## config.mk

```make
export PLATFORM = sky130hd
export DESIGN_NAME = kvrp_ctrl
export DESIGN_NICKNAME = d
export VERILOG_FILES = /design/src/rtl/kvrp_pkg.sv /design/src/rtl/kvrp_ctrl.sv
export SDC_FILE = /design/constraint.sdc
export NUM_CORES = 1
export LEC_CHECK = 0
export ABC_AREA = 1
export BUFFER_PORTS_ARGS = -buffer_cell sky130_fd_sc_hd__buf_4
export CORE_MARGIN = 10
export CORE_UTILIZATION = 49
export DETAILED_ROUTE_END_ITERATION = 10
export GPL_TIMING_DRIVEN = 1
export PLACE_DENSITY = 0.89
export REMOVE_ABC_BUFFERS = 1
export SYNTH_ARGS = -nofsm -noshare
export SYNTH_HDL_FRONTEND = slang
export SYNTH_SLANG_ARGS = --single-unit
```

## constraint.sdc

```tcl
create_clock -name clk -period 3.45 [get_ports clk]
set_input_delay 0.345 -clock clk [delete_from_list [all_inputs] [get_ports clk]]
set_output_delay 0.345 -clock clk [all_outputs]
set_load 0.01 [all_outputs]
```

## src/rtl/kvrp_pkg.sv

```systemverilog
//------------------------------------------------------------------------------
// kvrp_pkg
// Shared types, constants and helpers of the key/value record parser.
//------------------------------------------------------------------------------
`default_nettype none

package kvrp_pkg;

	// Default table geometry.
	localparam int MAX_FIELDS_DEF = 32;
	localparam int NAME_MAX_DEF   = 31;
	localparam int VALUE_MAX_DEF  = 127;

	// Record syntax characters.
	localparam logic [7:0] CH_EQ  = 8'h3D;
	localparam logic [7:0] CH_BAR = 8'h7C;
	localparam logic [7:0] CH_DOT = 8'h2E;
	localparam logic [7:0] CH_LBR = 8'h5B;
	localparam logic [7:0] CH_RBR = 8'h5D;

	typedef enum logic [1:0] {
		KIND_BYTE = 2'd0,
		KIND_END  = 2'd1,
		KIND_READ = 2'd2,
		KIND_NOP  = 2'd3
	} kind_t;

	typedef enum logic [2:0] {
		EV_ADDED   = 3'd0,
		EV_REPEAT  = 3'd1,
		EV_REC_END = 3'd2,
		EV_ERROR   = 3'd3,
		EV_READ    = 3'd4
	} event_t;

	typedef enum logic [1:0] {
		ERR_NONE     = 2'd0,
		ERR_TOO_LONG = 2'd1,
		ERR_BAD_CHAR = 2'd2
	} err_t;

	typedef enum logic [1:0] {
		PH_NEW   = 2'd0,
		PH_NAME  = 2'd1,
		PH_VALUE = 2'd2,
		PH_SKIP  = 2'd3
	} phase_t;

	typedef enum logic [3:0] {
		ST_IDLE,
		ST_EXEC,
		ST_RD_OUT,
		ST_CMT,
		ST_WALK_RD,
		ST_WALK_CMP,
		ST_ADD,
		ST_DUP
	} state_t;

	// Commands from the controller to the datapath.
	typedef struct packed {
		logic   capture;
		logic   count_clr;
		logic   nlen_clr;
		logic   vlen_clr;
		logic   cur_clr;
		logic   name_wr;
		logic   value_wr;
		logic   trunc_set;
		logic   add;
		logic   walk_clr;
		logic   walk_inc;
		logic   chr_clr;
		logic   chr_inc;
		logic   cmp_sel;
		logic   emit;
		event_t ev;
		err_t   err;
		logic   done;
	} dp_cmd_t;

	// Status from the datapath to the controller.
	typedef struct packed {
		kind_t kind;
		logic  last;
		logic  is_eq;
		logic  is_bar;
		logic  is_name;
		logic  nlen_zero;
		logic  nlen_full;
		logic  vlen_full;
		logic  drop_on;
		logic  count_zero;
		logic  full_after_add;
		logic  full_now;
		logic  len_match;
		logic  chr_match;
		logic  chr_last;
		logic  walk_last;
	} dp_stat_t;

	// Letters, digits, dot and square brackets may form a name.
	function automatic logic is_name_char(input logic [7:0] c);
		return c inside {["a":"z"], ["A":"Z"], ["0":"9"], CH_DOT, CH_LBR, CH_RBR};
	endfunction

endpackage

`default_nettype wire

```

## src/rtl/kvrp_ctrl.sv

```systemverilog
//------------------------------------------------------------------------------
// kvrp_ctrl
// Parse state machine: decodes each item, sequences the commit and the
// repeat-name walk, and orders the datapath by commands.
//------------------------------------------------------------------------------
`default_nettype none

module kvrp_ctrl (
	input  wire logic          clk,
	input  wire logic          arst_n,
	input  wire logic          start,
	output logic               busy,
	input  kvrp_pkg::dp_stat_t stat,
	output kvrp_pkg::dp_cmd_t  cmd
);

	kvrp_pkg::state_t state_q, state_d;
	kvrp_pkg::phase_t phase_q, phase_d;
	logic             cmt_last_q, cmt_last_d;
	logic             rec_end;
	logic             rec_done;
	logic             err_hit;
	kvrp_pkg::err_t   err_c;
	logic             end_seq;

	// State registers.
	always_ff @(posedge clk or negedge arst_n) begin
		if (!arst_n) begin
			state_q    <= kvrp_pkg::ST_IDLE;
			phase_q    <= kvrp_pkg::PH_NEW;
			cmt_last_q <= 1'b0;
		end else begin
			state_q    <= state_d;
			phase_q    <= phase_d;
			cmt_last_q <= cmt_last_d;
		end
	end

	assign busy = (state_q != kvrp_pkg::ST_IDLE);

	// Next state and commands.
	always_comb begin
		state_d    = state_q;
		phase_d    = phase_q;
		cmt_last_d = cmt_last_q;
		cmd        = '0;
		rec_end    = 1'b0;
		rec_done   = 1'b0;
		err_hit    = 1'b0;
		err_c      = kvrp_pkg::ERR_NONE;
		end_seq    = cmt_last_q;

		case (state_q)
			kvrp_pkg::ST_IDLE: begin
				if (start) begin
					cmd.capture = 1'b1;
					state_d     = kvrp_pkg::ST_EXEC;
				end
			end

			kvrp_pkg::ST_EXEC: begin
				state_d = kvrp_pkg::ST_IDLE;
				case (stat.kind)
					kvrp_pkg::KIND_READ: begin
						state_d = kvrp_pkg::ST_RD_OUT;
					end
					kvrp_pkg::KIND_END: begin
						case (phase_q)
							kvrp_pkg::PH_NEW: begin
								cmd.count_clr = 1'b1;
								rec_end       = 1'b1;
								rec_done      = 1'b1;
							end
							kvrp_pkg::PH_VALUE: begin
								cmt_last_d = 1'b1;
								state_d    = kvrp_pkg::ST_CMT;
							end
							kvrp_pkg::PH_NAME: begin
								rec_end  = 1'b1;
								rec_done = 1'b1;
							end
							default: begin
								rec_end = 1'b1;
							end
						endcase
					end
					kvrp_pkg::KIND_BYTE: begin
						case (phase_q)
							// First byte of a record empties the table.
							kvrp_pkg::PH_NEW: begin
								cmd.count_clr = 1'b1;
								cmd.nlen_clr  = 1'b1;
								cmd.vlen_clr  = 1'b1;
								phase_d       = kvrp_pkg::PH_NAME;
								state_d       = kvrp_pkg::ST_EXEC;
							end
							kvrp_pkg::PH_SKIP: begin
								rec_end = stat.last;
							end
							kvrp_pkg::PH_NAME: begin
								if (stat.is_eq) begin
									if (stat.nlen_zero) begin
										rec_end  = stat.last;
										rec_done = 1'b1;
									end else begin
										phase_d      = kvrp_pkg::PH_VALUE;
										cmd.vlen_clr = 1'b1;
										if (stat.last) begin
											cmt_last_d = 1'b1;
											state_d    = kvrp_pkg::ST_CMT;
										end
									end
								end else if (stat.is_name) begin
									if (stat.nlen_full) begin
										err_hit = 1'b1;
										err_c   = kvrp_pkg::ERR_TOO_LONG;
									end else begin
										cmd.name_wr = 1'b1;
										rec_end     = stat.last;
										rec_done    = 1'b1;
									end
								end else if (stat.is_bar) begin
									cmd.nlen_clr = 1'b1;
									rec_end      = stat.last;
									rec_done     = 1'b1;
								end else begin
									err_hit = 1'b1;
									err_c   = kvrp_pkg::ERR_BAD_CHAR;
								end
							end
							default: begin
								// Value phase.
								if (stat.is_bar) begin
									cmt_last_d = stat.last;
									state_d    = kvrp_pkg::ST_CMT;
								end else begin
									if (stat.vlen_full) begin
										cmd.trunc_set = 1'b1;
									end else begin
										cmd.value_wr = 1'b1;
									end
									if (stat.last) begin
										cmt_last_d = 1'b1;
										state_d    = kvrp_pkg::ST_CMT;
									end
								end
							end
						endcase
					end
					default: begin
					end
				endcase
			end

			kvrp_pkg::ST_RD_OUT: begin
				cmd.emit = 1'b1;
				cmd.ev   = kvrp_pkg::EV_READ;
				state_d  = kvrp_pkg::ST_IDLE;
			end

			// Commit: walk stored names only when repeats are dropped.
			kvrp_pkg::ST_CMT: begin
				if (stat.drop_on && !stat.count_zero) begin
					cmd.walk_clr = 1'b1;
					cmd.chr_clr  = 1'b1;
					state_d      = kvrp_pkg::ST_WALK_RD;
				end else begin
					state_d = kvrp_pkg::ST_ADD;
				end
			end

			kvrp_pkg::ST_WALK_RD: begin
				cmd.cmp_sel = 1'b1;
				state_d     = kvrp_pkg::ST_WALK_CMP;
			end

			kvrp_pkg::ST_WALK_CMP: begin
				if (stat.len_match && stat.chr_match) begin
					if (stat.chr_last) begin
						state_d = kvrp_pkg::ST_DUP;
					end else begin
						cmd.chr_inc = 1'b1;
						state_d     = kvrp_pkg::ST_WALK_RD;
					end
				end else if (stat.walk_last) begin
					state_d = kvrp_pkg::ST_ADD;
				end else begin
					cmd.walk_inc = 1'b1;
					cmd.chr_clr  = 1'b1;
					state_d      = kvrp_pkg::ST_WALK_RD;
				end
			end

			kvrp_pkg::ST_ADD, kvrp_pkg::ST_DUP: begin
				cmd.cur_clr = 1'b1;
				cmd.emit    = 1'b1;
				if (state_q == kvrp_pkg::ST_ADD) begin
					cmd.add = 1'b1;
					cmd.ev  = kvrp_pkg::EV_ADDED;
					end_seq = stat.full_after_add;
				end else begin
					cmd.ev  = kvrp_pkg::EV_REPEAT;
					end_seq = stat.full_now;
				end
				if (cmt_last_q) begin
					cmd.done = 1'b1;
					phase_d  = kvrp_pkg::PH_NEW;
				end else if (end_seq) begin
					cmd.done = 1'b1;
					phase_d  = kvrp_pkg::PH_SKIP;
				end else begin
					phase_d  = kvrp_pkg::PH_NAME;
				end
				state_d = kvrp_pkg::ST_IDLE;
			end

			default: begin
				state_d = kvrp_pkg::ST_IDLE;
			end
		endcase

		// Record end and error reports share their bookkeeping.
		if (rec_end) begin
			cmd.emit     = 1'b1;
			cmd.ev       = kvrp_pkg::EV_REC_END;
			cmd.done     = rec_done;
			cmd.nlen_clr = 1'b1;
			phase_d      = kvrp_pkg::PH_NEW;
		end
		if (err_hit) begin
			cmd.emit     = 1'b1;
			cmd.ev       = kvrp_pkg::EV_ERROR;
			cmd.err      = err_c;
			cmd.done     = 1'b1;
			cmd.nlen_clr = 1'b1;
			phase_d      = stat.last ? kvrp_pkg::PH_NEW : kvrp_pkg::PH_SKIP;
		end
	end

endmodule

`default_nettype wire

```

==> results of run 1 <==
critical path: stages, from the launching register on:
cell and delay (ns):
dfrtp_1 0.41, inv_1 0.08, ha_1 0.28, inv_2 0.13, a21oi_4 0.05, nand2_2 0.08
nand2_1 0.05, nand2_1 0.06, nand2_2 0.07, nand2_4 0.11, nand2_2 0.06, or3_1 0.30
buf_4 0.15
power by group through the flow:
| stage | combinational [mW] | clock, mW | sequential (mW) |
|---|---|---|---|
| final | 0.568 | 0.0617 | 0.150 |
| after global routing | 0.630 | 0.0705 | 0.153 |
| after CTS | 0.570 | 0.0634 | 0.149 |
| after detailed placement | 0.566 | 0 | 0.150 |
| after global placement | 0.557 | 0 | 0.147 |
| after floorplan | 0.372 | 0 | 0.138 |
kinds of logic after synthesis:
family | Yosys count
buf+inv | 29
simple gates | 82
flops | 6
fa+ha+maj | 5
compound gates | 21
synth_stat cells:
cell	instances	share of area, %
nand2_1	25	11
inv_1	20	8.6
nor2_1	17	7.3
nand3_1	11	6.3
nand2_2	7	5.0
nor3_1	7	4.0
dfrtp_1	6	17
inv_2	6	2.6
a21oi_1	5	2.9
ha_1	5	7.2
o21ai_0	4	2.3
o22ai_1	4	2.9
nor2_4	3	3.9
o21ai_1	3	1.7
a31oi_1	2	1.4
clkinv_1	2	0.86
nand3_2	2	2.3
nor2_2	2	1.4
nor4_1	2	1.4
or2_2	2	1.4
a21boi_0	1	0.86
a21oi_4	1	1.9
buf_4	1	0.86
nand2_4	1	1.3
nand4_1	1	0.72
nand4_2	1	1.4
o211ai_1	1	0.86
or3_1	1	0.72
how the worst max path moves through the flow:
stage / from / end
finish: phase_q[1] / cmd[6]
CTS: phase_q[1] / cmd[6]
global route: phase_q[1] / cmd[6]
detailed placement: phase_q[1] / cmd[6]
global placement: phase_q[1] / cmd[6]
floorplan: phase_q[1] / cmd[6]
metrics by stage:
step | hold WS [ns] | setup slack, ns | instances | total power [mW] | instance area (um2)
after CTS | 0.3693 | 1.040 | 212 | 0.7824 | 1237
after floorplan | 0.04941 | 1.526 | 142 | 0.5092 | 865.8
after global placement | 0.1508 | 1.365 | 208 | 0.7041 | 1205
final | 0.3933 | 1.038 | 212 | 0.7793 | 1237
after global routing | 0.4140 | 0.8837 | 212 | 0.8534 | 1237
after detailed placement | 0.1550 | 1.297 | 208 | 0.7162 | 1205
state kept, by name, indices dropped and copies added, names as in the netlist:
signal / cells
state_q: 3
cmt_last_q: 1
phase_q: 2
per-layer routing:
layer,wire length [um],up-vias
li1,-,552
met1,1238,492
met2,1572,37
met3,168,4
met4,26,0
met5,0,-
area by class of cell:
type / count / area, um2
clock buffer: 3 / 22.52
fill: 151 / 470.5
multi-input combinational: 108 / 610.6
timing repair buffer: 42 / 317.8
sequential: 6 / 150.1
tap: 25 / 31.28
inverter: 28 / 105.1
==> flow_metrics.tcl, run 1 <==
set metrics [dict create \
    power_density_mw_per_mm2 629.7 \
    ant_nets 0 \
    finClkSkew_ns 0.005640 \
    grt_start_max_net_pins 10 \
    met2_usage_pct 28.21 \
    synthAdderAreaFrac_pct 7.163 \
    synth.distinct_cells 28 \
    netSwitchingFraction_pct 53.45 \
    p_int_mw 0.3627 \
    core_mm2 0.001708 \
    synthesis.area_um2 873.3 \
    final_util_pct 72.45 \
    postCtsResizedCells 0 \
    post-cts-setup-buffer-count 0 \
    routed_wl_um 3006 \
    netlist_instances 143 \
    slew_headroom_pct 79.37 \
    period_share_pct 69.92 \
    port_buffers 41 \
    clk_path_buf_depth 2 \
    vias 1085 \
    synth_top_family_by_area "simple AND/OR/NAND/NOR gates" \
    comb_power_share_pct 72.9 \
    rows 15 \
    cts_root_buffer "clkbuf_4" \
    slew_violations 0 \
    areaGrowthSynthToFinish_pct 41.69 \
    num_antenna_cells 0 \
    muxShareOfSynthArea_pct 0 \
    power_leakage_nw 0.6680 \
    cp-end-kind "primary output" \
    setup_viol 0 \
    hold_viol_final 0 \
    busiest_layer "met2" \
    clock.fmax_mhz 414.5 \
    drtPass1Iterations 4 \
    synth_xor_area_share_pct 0 \
    yosysWarnings 0 \
    dp_hpwl_um 2622 \
    cp.arrival_ns 2.07 \
    max-vdd-ir-drop_v 0.0004586 \
    start_kind "flop" \
    r2r-end "phase_q[0]" \
    grt_pass1_vias 1122 \
    grt.total_usage_pct 14.57 \
    rsz0062_at_grt "no" \
    synth_area_per_cell_um2 6.107 \
    hp-start "start" \
    reg2reg_from "phase_q[1]" \
    drive_gt1_share_pct 36.90 \
    fin_crit_ns 2.412 \
    cts_hold_buffers 1 \
    cts_tree "built" \
    routedWlPerCell_um 14.18 \
    yosys.area_share.simple_pct 47.99 \
    r2r.worst_path.cells 11 \
    final_cell_mix "buf_4 (41), nand2_1 (25), inv_1 (20)" \
    required_ns 3.11 \
    grt_use_met1_pct 15.23 \
    tightest_slew_ns 0.3071 \
    seq_power_share_pct 19.2 \
    worstSkewPairLatency_ns 0.24 \
    io_pins 42 \
    synth-compound-area-share_pct 14.76 \
    ys_ff_latch 6 \
    cp_max_fo 7 \
    synth_seq_area_share_pct 17.19 \
    cap_violations 0 \
    fin_nets 214 \
    antenna_found_initial 0 \
    numCtsBuffers 3 \
    drt_iter0_markers 27 \
    setup_tns_ns 0 \
    clk_pin_slew_ns 0.04 \
    globalplace.congestion 0.9162 \
    p_sw_mw 0.4165 \
    outcome "complete, no violations" \
    grt_overflow 0 \
    final_common_cell "buf_4" \
    cts.sinks 6 \
    reg2reg_slack_ns 1.48 \
    met3_usage_pct 3.943 \
    htree_levels 1 \
    die_h_um 62.22 \
    worstHoldEndpoint "state_q[0]" \
    hold_depth 3 \
    hp-class "primary input to flop" \
    vias_per_cell 5.118 \
    initial_utilization_pct 51.14 \
    dieWidth_um 62.22 \
    drc 0 \
    p_clk_share_pct 7.9 \
    grt_first_pass_wirelength_um 4850 \
    crit_type "flop to primary output" \
    die_area_mm2 0.003871 \
]
Power figures use the tool's default switching activity.
==> inputs of run 2 (changes only) <==
- CORE_UTILIZATION: 49 -> 46
- PLACE_DENSITY: 0.89 -> 0.85
- clock period: 3.45 -> 2.5 ns (I/O delays scaled with it)
==> run 2 against run 1 <==
Sequential power grew 34%. Clock power grew 49%. Highest routed layer unchanged. Global-route usage shrank 0.74 points. Non-clock buffer count is the same. Sequential cell count is the same. Largest power group unchanged.
==> flow_metrics.tcl, run 2 (synthesized netlist as in run 1, its figures left out) <==
set metrics [dict create \
    drc 0 \
    cts.sinks 6 \
    clk_pin_slew_ns 0.05 \
    areaGrowthSynthToFinish_pct 41.69 \
    routedWlPerCell_um 13.56 \
    grt.total_usage_pct 13.83 \
    reg2reg_from "phase_q[1]" \
    cp_slowest_cell "dfrtp_1" \
    drt_iter0_markers 29 \
    cts_tree "built" \
    die_area_mm2 0.004041 \
    fin_nets 214 \
    grt_first_pass_wirelength_um 4843 \
    comb_power_share_pct 72.5 \
    max-vdd-ir-drop_v 0.0006536 \
    r2r-end "phase_q[0]" \
    grt_overflow 0 \
    fin_crit_ns 2.294 \
    antenna_found_initial 0 \
    start_kind "flop" \
    clock.fmax_mhz 436.0 \
    drtPass1Iterations 4 \
    worst-path-buf-inv 3 \
    clk_path_buf_depth 2 \
    ant_nets 0 \
    vias 1082 \
    p_int_mw 0.5021 \
    slew_violations 0 \
    max_stage_delay_ns 0.41 \
    vias_per_cell 5.104 \
    post-cts-setup-buffer-count 0 \
    cp-end-kind "primary output" \
    power_density_mw_per_mm2 860.3 \
    crit_family "simple AND/OR/NAND/NOR gates" \
    port_buffers 41 \
    top_register "state_q" \
    cp_max_fo 7 \
    seq_power_share_pct 18.9 \
    rows 15 \
    rsz0062_at_grt "no" \
    dieWidth_um 63.57 \
    grt_start_max_net_pins 10 \
    hp-class "primary input to flop" \
    setup_tns_ns 0 \
    initial_utilization_pct 49.50 \
    drive_gt1_share_pct 36.90 \
    numCtsBuffers 3 \
    p_sw_mw 0.5625 \
    postCtsResizedCells 0 \
    reg2reg_slack_ns 0.66 \
    crit_type "flop to primary output" \
    io_pins 42 \
    cts_root_buffer "clkbuf_4" \
    dp_hpwl_um 2464 \
    path_depth 12 \
    p_clk_share_pct 8.6 \
    top_regs "state_q: 3 flops, phase_q: 2 flops, cmt_last_q: 1 flops" \
    cap_violations 0 \
    netSwitchingFraction_pct 52.84 \
    final_util_pct 70.14 \
    startpoint "phase_q[1]" \
    final_common_cell "buf_4" \
    r2r.worst_path.cells 11 \
    slew_headroom_pct 79.13 \
    power_leakage_nw 0.6680 \
    worstSkewPairLatency_ns 0.25 \
    worstHoldEndpoint "state_q[0]" \
    cts_hold_buffers 1 \
    grt_pass1_vias 1160 \
    crit_top_cell "nand2_2" \
    finClkSkew_ns 0.004302 \
    core_mm2 0.001764 \
    outcome "complete, no violations" \
    die_h_um 63.57 \
    routed_wl_um 2874 \
    num_antenna_cells 0 \
    hold_viol_final 0 \
    required_ns 2.25 \
    hp-start "start" \
    globalplace.congestion 0.9289 \
    cp.arrival_ns 2.04 \
    setup_viol 0 \
    final_cell_mix "buf_4 (41), nand2_1 (25), inv_1 (20)" \
    hold_depth 3 \
    period_share_pct 91.75 \
    tightest_slew_ns 0.3107 \
    worstPathCellList "inv_1 > ha_1 > inv_2 > a21oi_4 > nand2_2 > nand2_1 > nand2_1 > nand2_2 > nand2_4 > nand2_2 > or3_1 > buf_4" \
    largest_reg_flops 3 \
    htree_levels 1 \
]
-- run 2: cell counts in the layout (fill, tap and decap cells not counted) --
Identical to the previous run, type by type.
-- run 2: power by group through the flow --
stage          clock [mW]  combinational, mW  sequential [mW]
3_3_place_gp            0              0.766            0.199
4_1_cts            0.0942              0.776            0.201
6_report           0.0918              0.772            0.201
2_1_floorplan           0              0.513            0.190
5_1_grt            0.0994              0.863            0.212
3_5_place_dp            0              0.771            0.202
-- run 2: metal layers --
metal / routed length (um) / global-route usage [%] / vias to the layer above
li1: - / - / 554
met1: 1119 / 14.62 / 483
met2: 1461 / 25.88 / 43
met3: 283 / 4.594 / 2
met4: 9 / 2.459 / 0
met5: 0 / 0 / -
-- run 2: worst min-delay path: cells and delay by family --
kind / cells / cell delay (ns)
buf+inv: 1 / 0.09
simple gates: 1 / 0.03
compound gates: 1 / 0.10
-- run 2: area by class of cell --
cell class	instances	area, um2
Fill cell	160	526.8
Sequential cell	6	150.1
Inverter	28	105.1
Clock buffer	3	22.52
Tap cell	25	31.28
Multi-Input combinational cell	108	610.6
Timing Repair Buffer	42	317.8
-- run 2: how the worst max path moves through the flow --
stage / endpoint / slack (ns)
detailed placement: cmd[6] / 0.47
floorplan: cmd[6] / 0.67
global route: cmd[6] / 0.09
finish: cmd[6] / 0.21
global placement: cmd[6] / 0.53
CTS: cmd[6] / 0.19
-- run 2: per-stage QoR --
| stage | hold slack (ns) | setup slack [ns] | instance area, um2 | power [mW] | instances |
|---|---|---|---|---|---|
| after floorplan | -0.04559 | 0.6705 | 865.8 | 0.7027 | 142 |
| after global placement | 0.05869 | 0.5260 | 1205 | 0.9650 | 208 |
| after detailed placement | 0.06008 | 0.4658 | 1205 | 0.9730 | 208 |
| after CTS | 0.2686 | 0.1925 | 1237 | 1.072 | 212 |
| after global routing | 0.3309 | 0.09425 | 1237 | 1.175 | 212 |
| final | 0.2706 | 0.2062 | 1237 | 1.065 | 212 |
==> inputs of run 3 (changes only) <==
- ABC_AREA: 1 -> default
==> run 3 against run 2 <==
First-iteration DRC count increased by 34%. Synthesized cell count decreased by 15%. Maximum frequency decreased by 0.79%. Critical endpoint is now cmd[3]. Clock-buffer cell count unchanged. Core utilization decreased by 0.14 points. Hold slack improved by 0.046 ns. Sequential share of layout area about the same. Largest power group unchanged.
==> flow_metrics.tcl, run 3 <==
set metrics [dict create \
    antenna_found_initial 0 \
    yosysMostFrequentCell "nand2_1" \
    start_kind "flop" \
    largest_reg_flops 3 \
    drive_gt1_share_pct 36.81 \
    grt_pass1_vias 1144 \
    ant_nets 0 \
    vias 1083 \
    tightest_slew_ns 0.4858 \
    grt_overflow 0 \
    grt_first_pass_wirelength_um 5133 \
    period_share_pct 92.49 \
    top_regs "state_q: 3 flops, phase_q: 2 flops, cmt_last_q: 1 flops" \
    outcome "complete, no violations" \
    synth_ff_type "dfrtp_1" \
    drt_iter0_markers 39 \
    final_cell_mix "buf_4 (43), nand2_1 (13), inv_1 (12), nor2_1 (12)" \
    worstPathCellList "buf_4 > or4b_4 > nor2_1 > o211ai_1 > o21ai_0 > buf_4" \
    synth_edf_count 0 \
    final_util_pct 70.00 \
    max-vdd-ir-drop_v 0.0007234 \
    synth.distinct_cells 43 \
    final_common_cell "buf_4" \
    hp-class "primary input to flop" \
    die_h_um 63.39 \
    clk_pin_slew_ns 0.04 \
    port_buffers 41 \
    finClkSkew_ns 0.003958 \
    power_density_mw_per_mm2 765.8 \
    vias_per_cell 5.761 \
    cts_root_buffer "clkbuf_4" \
    cts_tree "built" \
    grt.total_usage_pct 15.13 \
    power_leakage_nw 0.5944 \
    cp_max_fo 10 \
    clk_path_buf_depth 2 \
    initial_utilization_pct 49.08 \
    ys_async_sr_fraction_pct 100.0 \
    top_register "state_q" \
    fillCellCount 174 \
    drtPass1Iterations 4 \
    dp_hpwl_um 2507 \
    fin_crit_ns 2.312 \
    synth_seq_area_share_pct 17.34 \
    synthesis.area_um2 865.8 \
    crit_type "flop to primary output" \
    reg2reg_from "phase_q[1]" \
    crit_family "simple AND/OR/NAND/NOR gates" \
    hold_viol_final 0 \
    htree_levels 1 \
    yosysTopAreaCellShare_pct 17.34 \
    fin_ws_ns 0.1878 \
    num_antenna_cells 0 \
    setup_viol 0 \
    routed_wl_um 3131 \
    rsz0062_at_grt "no" \
    setup_tns_ns 0 \
    drc 0 \
    yosysWarnings 0 \
    synth_area_leaders "dfrtp_1 (17%), ha_1 (7.2%), nand2_1 (5.6%)" \
    io_pins 42 \
    routedWlPerCell_um 16.65 \
    hp-start "stat[14]" \
    synth_top_cell_by_area "dfrtp_1" \
    startpoint "state_q[1]" \
    grt_start_max_net_pins 13 \
    numCtsBuffers 3 \
    globalplace.congestion 0.9092 \
    dieWidth_um 63.39 \
    dp_slack_ns 0.3462 \
    fin_nets 190 \
    synth.cells.most_frequent "nand2_1 (13), inv_1 (12), nor2_1 (12)" \
    cp-end-kind "primary output" \
    rows 15 \
    cap_violations 0 \
    cts.sinks 6 \
    netlist_instances 121 \
    max_stage_delay_ns 0.56 \
    worstSkewPairLatency_ns 0.24 \
    slew_violations 0 \
    die_area_mm2 0.004018 \
    required_ns 2.25 \
    slew_headroom_pct 67.34 \
    cp.arrival_ns 2.06 \
    crit_top_cell "buf_4" \
    core_mm2 0.001764 \
    areaGrowthSynthToFinish_pct 42.63 \
    ys_ff_latch 6 \
    synth_area_per_cell_um2 7.156 \
    clock.fmax_mhz 432.5 \
    cp_slowest_cell "or4b_4" \
    worst-path-buf-inv 2 \
]
## run 3: what timing repair did
action,CTS,global route
resized for setup,0,4
hold endpoints to repair,6,0
setup endpoints to repair,0,4
buffers inserted,0,0
hold buffers,1,0
## run 3: layer usage
layer | GRT usage, % | up-vias | wire (um)
met3 | 7.244 | 2 | 283
met4 | 2.186 | 0 | 21
li1 | - | 522 | -
met5 | 0 | - | 0
met1 | 17.15 | 505 | 1265
met2 | 25.50 | 54 | 1559
## run 3: path summary, 6_finish.rpt
check                      slack, ns  cells after the start          to
max                             0.19                      6      cmd[3]
min                             0.32                      3  cmt_last_q
max reg2reg                     0.49                      7  phase_q[0]
min reg2reg                     0.56                      2  cmt_last_q
max in group asynchronous       1.97                      2  state_q[0]
min in group asynchronous       0.41                      2  cmt_last_q
## run 3: metrics by stage
step	hold WS, ns	std cells	total power [mW]	area, um2
after floorplan	-0.04559	116	0.5663	833.3
after detailed placement	0.06146	184	0.8362	1187
after CTS	0.3179	188	0.9295	1220
after global routing	0.3428	188	1.030	1235
final	0.3170	188	0.9457	1235
after global placement	0.05963	184	0.8218	1187
## run 3: power breakdown
part / internal [mW] / switching [mW]
clock: 0.0541 / 0.0316
sequential: 0.141 / 0.0497
combinational: 0.291 / 0.378
total: 0.486 / 0.459
## run 3: worst register-to-register path, delay by kind of cell, from the launching register on
| kind | cells | cell delay [ns] |
|---|---|---|
| AOI/OAI and AO/OA | 4 | 0.89 |
| adders and majority gates | 1 | 0.27 |
| buffers and inverters | 1 | 0.10 |
| DFF | 1 | 0.42 |
| and+or+nand+nor | 1 | 0.19 |
## run 3: cells by family (layout without fill, tap and decap cells)
| logic type | count (synthesis) | in the layout | share of synthesized area, % |
|---|---|---|---|
| AND/OR/NAND/NOR | 56 | 56 | 34.25 |
| AO/OA/AOI/OAI | 35 | 35 | 29.77 |
| multiplexers | 2 | 2 | 2.457 |
| flip-flops | 6 | 6 | 17.34 |
| adder cells (fa/ha/maj) | 5 | 5 | 7.225 |
| buffers and inverters | 17 | 59 | 8.959 |
## run 3: cell type report
class,instances,area (um2),share of cell area [%]
Inverter,12,45.04,3.647
Multi-Input combinational cell,98,653.1,52.89
Tap cell,25,31.28,2.533
Timing Repair Buffer,44,332.8,26.95
Sequential cell,6,150.1,12.16
Clock buffer,3,22.52,1.824
